### config.mk
export PLATFORM = sky130hd
export DESIGN_NAME = quadratic_probe_hash_table
export DESIGN_NICKNAME = d
export VERILOG_FILES = /design/src/sv/qpht_pkg.sv /design/src/sv/qpht_dp.sv /design/src/sv/qpht_ctrl.sv /design/src/sv/quadratic_probe_hash_table.sv
export SDC_FILE = /design/constraint.sdc
export NUM_CORES = 1
export LEC_CHECK = 0
export ABC_AREA = 1
export BUFFER_PORTS_ARGS = -buffer_cell sky130_fd_sc_hd__clkbuf_2
export CAP_MARGIN = 20
export CORE_ASPECT_RATIO = 1.75
export CORE_MARGIN = 3
export CORE_UTILIZATION = 50
export DETAILED_ROUTE_END_ITERATION = 10
export MAX_ROUTING_LAYER = met4
export PLACE_DENSITY = 0.7
export SETUP_SLACK_MARGIN = 0.4
export SYNTH_ARGS = -nofsm -noshare
export SYNTH_HDL_FRONTEND = slang
export SYNTH_SLANG_ARGS = --single-unit
export TNS_END_PERCENT = 5
### constraint.sdc
create_clock -name clk -period 3.75 [get_ports clk]
set_input_delay 0.9375 -clock clk [delete_from_list [all_inputs] [get_ports clk]]
set_output_delay 0.9375 -clock clk [all_outputs]
set_load 0.03 [all_outputs]
### src/sv/qpht_pkg.sv
// Package for the quadratic-probe hash table: operation and result codes,
// slot status, controller states and the command/status bundles.
// No dependencies.
`timescale 1ns / 1ps

package qpht_pkg;

	localparam logic [1:0] OP_INSERT = 2'd0;
	localparam logic [1:0] OP_DELETE = 2'd1;
	localparam logic [1:0] OP_SEARCH = 2'd2;

	localparam logic [2:0] RC_INSERTED  = 3'd0;
	localparam logic [2:0] RC_FULL      = 3'd1;
	localparam logic [2:0] RC_DELETED   = 3'd2;
	localparam logic [2:0] RC_NOT_FOUND = 3'd3;
	localparam logic [2:0] RC_FOUND     = 3'd4;

	typedef enum logic [1:0] {
		ST_EMPTY    = 2'd0,
		ST_OCCUPIED = 2'd1,
		ST_DELETED  = 2'd2
	} slot_st_t;

	typedef enum logic [2:0] {
		S_CLEAR,
		S_IDLE,
		S_HOME,
		S_ISSUE,
		S_PROBE
	} ctrl_state_t;

	typedef struct packed {
		logic clear;
		logic load;
		logic home_step;
		logic issue;
		logic advance;
		logic commit;
	} dp_cmd_t;

	typedef struct packed {
		logic clr_last;
		logic home_done;
		logic done;
	} dp_sts_t;

endpackage

### src/sv/qpht_dp.sv
// Datapath of the hash table: key and status memories, home slot unit,
// quadratic probe stepping, probe decision and the result register.
// Depends on qpht_pkg.
`timescale 1ns / 1ps

module qpht_dp import qpht_pkg::*; #(
	parameter int NUM_SLOTS = 16,
	parameter int KEY_BITS  = 32
) (
	input  logic        clk,
	input  logic        arst_n,
	input  dp_cmd_t     cmd,
	output dp_sts_t     sts,
	input  logic [1:0]  operation,
	input  logic [31:0] key,
	output logic [2:0]  result_code,
	output logic [3:0]  slot
);

	localparam int KW = (KEY_BITS < 32) ? KEY_BITS : 32;
	localparam int IW = $clog2(NUM_SLOTS);
	localparam int SW = (IW > 4) ? IW : 4;
	localparam bit POW2 = ((1 << IW) == NUM_SLOTS);

	logic [1:0]    op_q;
	logic [KW-1:0] key_q;
	logic [31:0]   key_ext;

	slot_st_t      status_mem [NUM_SLOTS];
	logic [KW-1:0] key_mem    [NUM_SLOTS];
	slot_st_t      rd_status_q;
	logic [KW-1:0] rd_key_q;
	logic [IW-1:0] rd_addr;

	logic [IW-1:0] clr_idx_q;
	logic [IW-1:0] home_val;

	logic [IW-1:0] p_q;
	logic [IW-1:0] d_q;
	logic [IW-1:0] i_q;
	logic [IW:0]   p_sum;
	logic [IW:0]   d_sum;
	logic [IW-1:0] p_next;
	logic [IW-1:0] d_next;
	logic          last_probe;

	logic          dec_done;
	logic [2:0]    dec_code;
	logic          dec_use_slot;
	logic          dec_wr_status;
	slot_st_t      dec_status;
	logic          dec_wr_key;
	logic          key_hit;

	logic          st_we;
	logic [IW-1:0] st_waddr;
	slot_st_t      st_wdata;

	logic [2:0]    code_q;
	logic [SW-1:0] slot_q;

	always_ff @(posedge clk) begin
		if (cmd.load) begin
			op_q  <= operation;
			key_q <= key[KW-1:0];
		end
	end

	assign key_ext = 32'(key_q);

	// Clearing pass after reset walks the status memory once.
	always_ff @(posedge clk or negedge arst_n) begin
		if (!arst_n) begin
			clr_idx_q <= '0;
		end else if (cmd.clear) begin
			clr_idx_q <= clr_idx_q + 1'b1;
		end
	end

	assign sts.clr_last = (clr_idx_q == IW'(NUM_SLOTS - 1));

	generate
		if (POW2) begin : g_home_mask
			assign home_val      = key_ext[IW-1:0];
			assign sts.home_done = 1'b1;
		end else begin : g_home_fold
			// The key is first folded to 26 bits with 2^16 mod size, then reduced
			// with a reciprocal estimate of the quotient and one correcting subtract.
			localparam int          C16 = (1 << 16) % NUM_SLOTS;
			localparam logic [25:0] MU  = 26'((1 << 26) / NUM_SLOTS);
			logic [25:0] fold_prod;
			logic [51:0] quo_prod;
			logic [25:0] back_prod;
			logic [25:0] fold_q;
			logic [25:0] quo_q;
			logic [IW:0] rem_q;
			logic [1:0]  cnt_q;

			assign fold_prod = 26'(key_ext[31:16]) * 26'(C16);
			assign quo_prod  = {26'd0, fold_q} * {26'd0, MU};
			assign back_prod = quo_q * 26'(NUM_SLOTS);

			always_ff @(posedge clk) begin
				if (cmd.load) begin
					cnt_q <= 2'd2;
				end else if (cmd.home_step) begin
					cnt_q  <= cnt_q - 1'b1;
					fold_q <= fold_prod + 26'(key_ext[15:0]);
					quo_q  <= quo_prod[51:26];
					rem_q  <= (IW + 1)'(fold_q - back_prod);
				end
			end

			assign home_val = (rem_q >= (IW + 1)'(NUM_SLOTS)) ?
				IW'(rem_q - (IW + 1)'(NUM_SLOTS)) : rem_q[IW-1:0];
			assign sts.home_done = (cnt_q == '0);
		end
	endgenerate

	// Successive squares differ by 2i+1, so both the slot and the step advance
	// with one add and one conditional subtract each.
	assign p_sum  = {1'b0, p_q} + {1'b0, d_q};
	assign d_sum  = {1'b0, d_q} + (IW + 1)'(2);
	assign p_next = (p_sum >= (IW + 1)'(NUM_SLOTS)) ?
		IW'(p_sum - (IW + 1)'(NUM_SLOTS)) : p_sum[IW-1:0];
	assign d_next = (d_sum >= (IW + 1)'(NUM_SLOTS)) ?
		IW'(d_sum - (IW + 1)'(NUM_SLOTS)) : d_sum[IW-1:0];
	assign last_probe = (i_q == IW'(NUM_SLOTS - 1));

	always_ff @(posedge clk) begin
		if (cmd.issue) begin
			p_q <= home_val;
			d_q <= IW'(1);
			i_q <= '0;
		end else if (cmd.advance) begin
			p_q <= p_next;
			d_q <= d_next;
			i_q <= i_q + 1'b1;
		end
	end

	always_comb begin
		if (cmd.issue) begin
			rd_addr = home_val;
		end else if (cmd.advance) begin
			rd_addr = p_next;
		end else begin
			rd_addr = p_q;
		end
	end

	assign key_hit = (rd_status_q == ST_OCCUPIED) && (rd_key_q == key_q);

	always_comb begin
		dec_done      = 1'b0;
		dec_code      = RC_NOT_FOUND;
		dec_use_slot  = 1'b0;
		dec_wr_status = 1'b0;
		dec_status    = ST_OCCUPIED;
		dec_wr_key    = 1'b0;
		unique case (op_q)
			OP_INSERT: begin
				priority if (rd_status_q != ST_OCCUPIED) begin
					dec_done      = 1'b1;
					dec_code      = RC_INSERTED;
					dec_use_slot  = 1'b1;
					dec_wr_status = 1'b1;
					dec_wr_key    = 1'b1;
				end else if (last_probe) begin
					dec_done = 1'b1;
					dec_code = RC_FULL;
				end
			end
			OP_DELETE, OP_SEARCH: begin
				priority if (rd_status_q == ST_EMPTY) begin
					dec_done = 1'b1;
				end else if (key_hit) begin
					dec_done     = 1'b1;
					dec_use_slot = 1'b1;
					if (op_q == OP_DELETE) begin
						dec_code      = RC_DELETED;
						dec_wr_status = 1'b1;
						dec_status    = ST_DELETED;
					end else begin
						dec_code = RC_FOUND;
					end
				end else if (last_probe) begin
					dec_done = 1'b1;
				end
			end
			default: begin
				dec_done = 1'b1;
			end
		endcase
	end

	assign sts.done = dec_done;

	assign st_we    = cmd.clear || (cmd.commit && dec_wr_status);
	assign st_waddr = cmd.clear ? clr_idx_q : p_q;
	assign st_wdata = cmd.clear ? ST_EMPTY : dec_status;

	always_ff @(posedge clk) begin
		if (st_we) begin
			status_mem[st_waddr] <= st_wdata;
		end
		rd_status_q <= status_mem[rd_addr];
	end

	always_ff @(posedge clk) begin
		if (cmd.commit && dec_wr_key) begin
			key_mem[p_q] <= key_q;
		end
		rd_key_q <= key_mem[rd_addr];
	end

	always_ff @(posedge clk) begin
		if (cmd.commit) begin
			code_q <= dec_code;
			slot_q <= dec_use_slot ? SW'(p_q) : '0;
		end
	end

	assign result_code = code_q;
	assign slot        = slot_q[3:0];

endmodule

### src/sv/qpht_ctrl.sv
// Controller of the hash table: sequences clearing, home slot, probing and
// result hand-off, and owns both channel handshakes.
// Depends on qpht_pkg.
`timescale 1ns / 1ps

module qpht_ctrl import qpht_pkg::*; (
	input  logic    clk,
	input  logic    arst_n,
	input  logic    req_valid,
	output logic    req_stall,
	output logic    rsp_valid,
	input  logic    rsp_stall,
	input  dp_sts_t sts,
	output dp_cmd_t cmd
);

	ctrl_state_t state_q;
	ctrl_state_t state_nxt;
	logic        rsp_valid_q;
	logic        out_free;

	// The result register may be refilled in the cycle its word is taken.
	assign out_free = !rsp_valid_q || !rsp_stall;

	always_comb begin
		state_nxt = state_q;
		unique case (state_q)
			S_CLEAR: if (sts.clr_last) state_nxt = S_IDLE;
			S_IDLE:  if (req_valid) state_nxt = S_HOME;
			S_HOME:  if (sts.home_done) state_nxt = S_ISSUE;
			S_ISSUE: state_nxt = S_PROBE;
			S_PROBE: if (sts.done && out_free) state_nxt = S_IDLE;
			default: state_nxt = S_CLEAR;
		endcase
	end

	always_comb begin
		cmd       = '0;
		req_stall = 1'b1;
		unique case (state_q)
			S_CLEAR: cmd.clear = 1'b1;
			S_IDLE: begin
				req_stall = 1'b0;
				cmd.load  = req_valid;
			end
			S_HOME:  cmd.home_step = 1'b1;
			S_ISSUE: cmd.issue = 1'b1;
			S_PROBE: begin
				cmd.commit  = sts.done && out_free;
				cmd.advance = !sts.done;
			end
			default: cmd = '0;
		endcase
	end

	always_ff @(posedge clk or negedge arst_n) begin
		if (!arst_n) begin
			state_q     <= S_CLEAR;
			rsp_valid_q <= 1'b0;
		end else begin
			state_q     <= state_nxt;
			rsp_valid_q <= cmd.commit || (rsp_valid_q && rsp_stall);
		end
	end

	assign rsp_valid = rsp_valid_q;

endmodule

### src/sv/quadratic_probe_hash_table.sv
// Open-addressing hash table with quadratic probing. After reset the block
// runs a clearing pass over every slot with req_stall high. An item is then
// accepted, its home slot is computed (at once when NUM_SLOTS is a power of
// two, otherwise by registered fold, quotient estimate and remainder steps
// and a correcting subtract), the first read is issued and between 1 and
// NUM_SLOTS probes follow; the status and key memories, read once per
// cycle, set the probe rate, and the final probe holds while the result
// register is full. A finished word sits in the result register and the
// next request is taken while it waits; that request's result is held
// back until the waiting word is taken.
`timescale 1ns / 1ps

module quadratic_probe_hash_table import qpht_pkg::*; #(
	parameter int NUM_SLOTS = 16,
	parameter int KEY_BITS  = 32
) (
	input  logic        clk,
	input  logic        arst_n,
	input  logic        req_valid,
	output logic        req_stall,
	input  logic [1:0]  operation,
	input  logic [31:0] key,
	output logic        rsp_valid,
	input  logic        rsp_stall,
	output logic [2:0]  result_code,
	output logic [3:0]  slot
);

	dp_cmd_t cmd;
	dp_sts_t sts;

	qpht_ctrl u_ctrl (
		.clk       (clk),
		.arst_n    (arst_n),
		.req_valid (req_valid),
		.req_stall (req_stall),
		.rsp_valid (rsp_valid),
		.rsp_stall (rsp_stall),
		.sts       (sts),
		.cmd       (cmd)
	);

	qpht_dp #(
		.NUM_SLOTS (NUM_SLOTS),
		.KEY_BITS  (KEY_BITS)
	) u_dp (
		.clk         (clk),
		.arst_n      (arst_n),
		.cmd         (cmd),
		.sts         (sts),
		.operation   (operation),
		.key         (key),
		.result_code (result_code),
		.slot        (slot)
	);

endmodule

==> results_dict.tcl <==
set metrics [dict create \
    route.met3.wl_mm 5.38 \
    worst_slack_ns 0.577 \
    cts_sinks 638 \
    grt_setup_unrepaired "false" \
    gp_congestion 0.939 \
    finalInstanceArea_um2 32300 \
    antenna_found_initial 0 \
    cp.arrival_ns 3.48 \
    ir_drop_mv 0.732 \
    fillers 4356 \
    final-setup-viol-count 0 \
    finalHoldViolCount 0 \
    insertion_delay_ns 0.60 \
    synth_top_area_frac 0.624 \
    netlist_instances 2611 \
    cp_num_buf_inv 2 \
    min_period_ns 3.17 \
    clk_path_buf_depth 3 \
    antenna_left 0 \
    met1_length_mm 27.1 \
    yosysWarnings 0 \
    drt-total-wl_mm 75.8 \
    rows 114 \
    crit_top_cell "nor2_1" \
    cpPeakStageDelay_ns 0.49 \
    n_antenna_cell 0 \
    place_hpwl_mm 47.7 \
    path_delay_family "simple AND/OR/NAND/NOR gates" \
    synth_top_cells_by_area "edfxtp_1, nand3_1, inv_1" \
    avgRoutedWirePerCell_um 22.0 \
    fmax_ghz 0.315 \
    crit_path_start_kind "flip-flop" \
    pwr_density_cell_nw_per_um2 776 \
    status "completed" \
    cts-root-buf "clkbuf_16" \
    crit_fanout 14 \
    die_w_um 185 \
    reg2reg_from "u_dp.key_ext[18]$_DFFE_PP_" \
    ys_seq_area_frac 0.663 \
    synthesis.area_um2 28100 \
    synth_cell_types 45 \
    cts_buffers 55 \
    dr.max_layer_used "met4" \
    setup.worst_path.start "u_dp.key_ext[18]$_DFFE_PP_" \
    postSynthAreaPerCell_um2 10.8 \
    synth_area_leader_cell "edfxtp_1" \
    required_ns 4.05 \
    dieArea_um2 59300 \
    vias 19670 \
    core_area_um2 55500 \
    setup.worst_path.class "flip-flop to flip-flop" \
    first_global_vias 19701 \
    skew_ns 0.0155 \
    pre_cts_slack_ns 0.219 \
    critPathSlowestCell "edfxtp_1" \
    final_common_cell "nand3_1" \
    finalCritPeriodShare 0.846 \
    via_per_inst 5.70 \
    die_height_um 320 \
    place_area_um2 30400 \
    start_util 0.507 \
    cts.clk_slew.worst_paths_ns 0.07 \
    synth-seq-cells 638 \
    syn_nets 2658 \
    path_cells "nor2_1 > nor2_1 > nor2_1 > nand2_1 > nor2_1 > nand2_1 > nor2_2 > nand3_2 > nand2_1 > o21ai_1 > or2_2 > nor2_4 > nand3_1 > buf_4 > nor2_4 > buf_12" \
    fin_nets 2756 \
    drt_pass1_iterations 7 \
    drc 0 \
    grt_overflow_total 0 \
    gr-usage-all-layers 0.263 \
    drt_iter0_drc 2061 \
    hold_path.class "primary input to asynchronous set/reset pin" \
    drv_cap 0 \
    wl_met2_mm 40.0 \
    area_growth_pct 14.6 \
    relSlewSlack 0.474 \
    portBuffers 46 \
    timing.hold.ws_ns 0.184 \
    layout-drive-gt1-share 0.127 \
    worstMarginPinSlew_ns 0.787 \
    grt_pass1_wl_mm 115 \
    mostFrequentLayoutCells "nand3_1, edfxtp_1, inv_1" \
    crit_path_end_kind "flip-flop" \
    ioPinCount 47 \
    htree_num_levels 2 \
    slew_violations 0 \
    grt_max_degree 93 \
    leakage_nw 13.3 \
    cts_tree "yes" \
]
## cells by family after synthesis
kind of cell             after synthesis  share of synthesized area
AO/OA/AOI/OAI                         31                    0.00729
XOR/XNOR                              15                    0.00534
adder cells (fa/ha/maj)                9                    0.00427
buffers and inverters                624                     0.0915
flip-flops                           638                      0.663
AND/OR/NAND/NOR                     1294                      0.228
## sequential cells by signal, summed over array words and instances (netlist names)
| name | count |
|---|---|
| u_dp.key_mem | 512 |
| u_dp.key_ext | 32 |
| u_dp.rd_key_q | 32 |
| u_dp.status_mem | 32 |
| u_dp.clr_idx_q | 4 |
| u_dp.i_q | 4 |
| u_dp.p_q | 4 |
| u_dp.slot | 4 |
| u_ctrl.state_q | 3 |
| u_dp.d_q | 3 |
| u_dp.result_code | 3 |
| u_dp.op_q | 2 |
| u_dp.rd_status_q | 2 |
| u_ctrl.rsp_valid | 1 |
## cells in the mapped netlist (all sizes together)
cell type	n
xor2	2
nand3b	138
xnor2	13
o211ai	2
clkinv	1
dfxtp	45
o2111ai	2
nor2	82
nand4	10
a211oi	1
nor4	2
nor4b	1
ha	8
a31oi	1
buf	95
edfxtp	585
nor3	3
nand3	633
clkbuf	47
inv	481
o21ai	12
or2	8
or4	1
a2111oi	1
dfrtp	8
fa	1
o22ai	1
nand2	416
a21oi	11
## what timing repair did
item / CTS / global route
pin swaps: 0 / 1
setup buffers: 1 / 2
endpoints found under the setup margin: 520 / 454
resized for setup: 6 / 3
hold buffers: 0 / 0
endpoints found under the hold margin: 0 / 0
## final cells by class
cell class | instances | area [um^2] | share of cell area
clock buffers | 72 | 1520 | 0.0472
clock inverters | 31 | 289 | 0.00896
inverters | 482 | 1810 | 0.0562
multi-input cells | 1349 | 7130 | 0.221
flip-flops and latches | 638 | 18700 | 0.579
well taps | 696 | 871 | 0.0270
repair buffers | 183 | 1960 | 0.0607
## metal layers
layer  global-route usage  vias to the layer above
met4                0.109                        0
met2                0.457                      956
met5                    -                        -
li1                     -                     8929
met1                0.310                     9592
met3               0.0303                      193
## path summary, 6_finish.rpt
check / endpoint / slack [ns] / depth (start not counted)
setup / recovery: u_dp.key_mem[12][18]$_DFFE_PP_ / 0.58 / 16
hold / removal: u_ctrl.rsp_valid$_DFF_PN0_ / 0.18 / 1
setup reg to reg: u_dp.key_mem[12][18]$_DFFE_PP_ / 0.58 / 16
hold reg to reg: u_dp.i_q[3]$_SDFFE_PP0N_ / 0.47 / 2
max in group asynchronous: u_dp.clr_idx_q[3]$_DFFE_PN0P_ / 3.38 / 1
min in group clk: u_dp.i_q[3]$_SDFFE_PP0N_ / 0.47 / 2
## power by group
part | internal, mW | switching, mW
Combinational | 3.37 | 7.02
Clock | 3.21 | 2.56
Sequential | 8.50 | 0.365
Total | 15.1 | 9.94
## per-stage QoR
step,setup TNS [ns],instances,power (mW),util
5_1_grt,0,3451,26.3,0.581
2_1_floorplan,-32.42,2611,15.6,-
4_1_cts,0,3449,25.0,0.581
3_5_place_dp,0,3345,19.2,0.547
3_3_place_gp,0,3345,19.0,0.547
6_report,0,3451,25.0,0.581
Note: power is estimated with default switching activity, not from simulation.
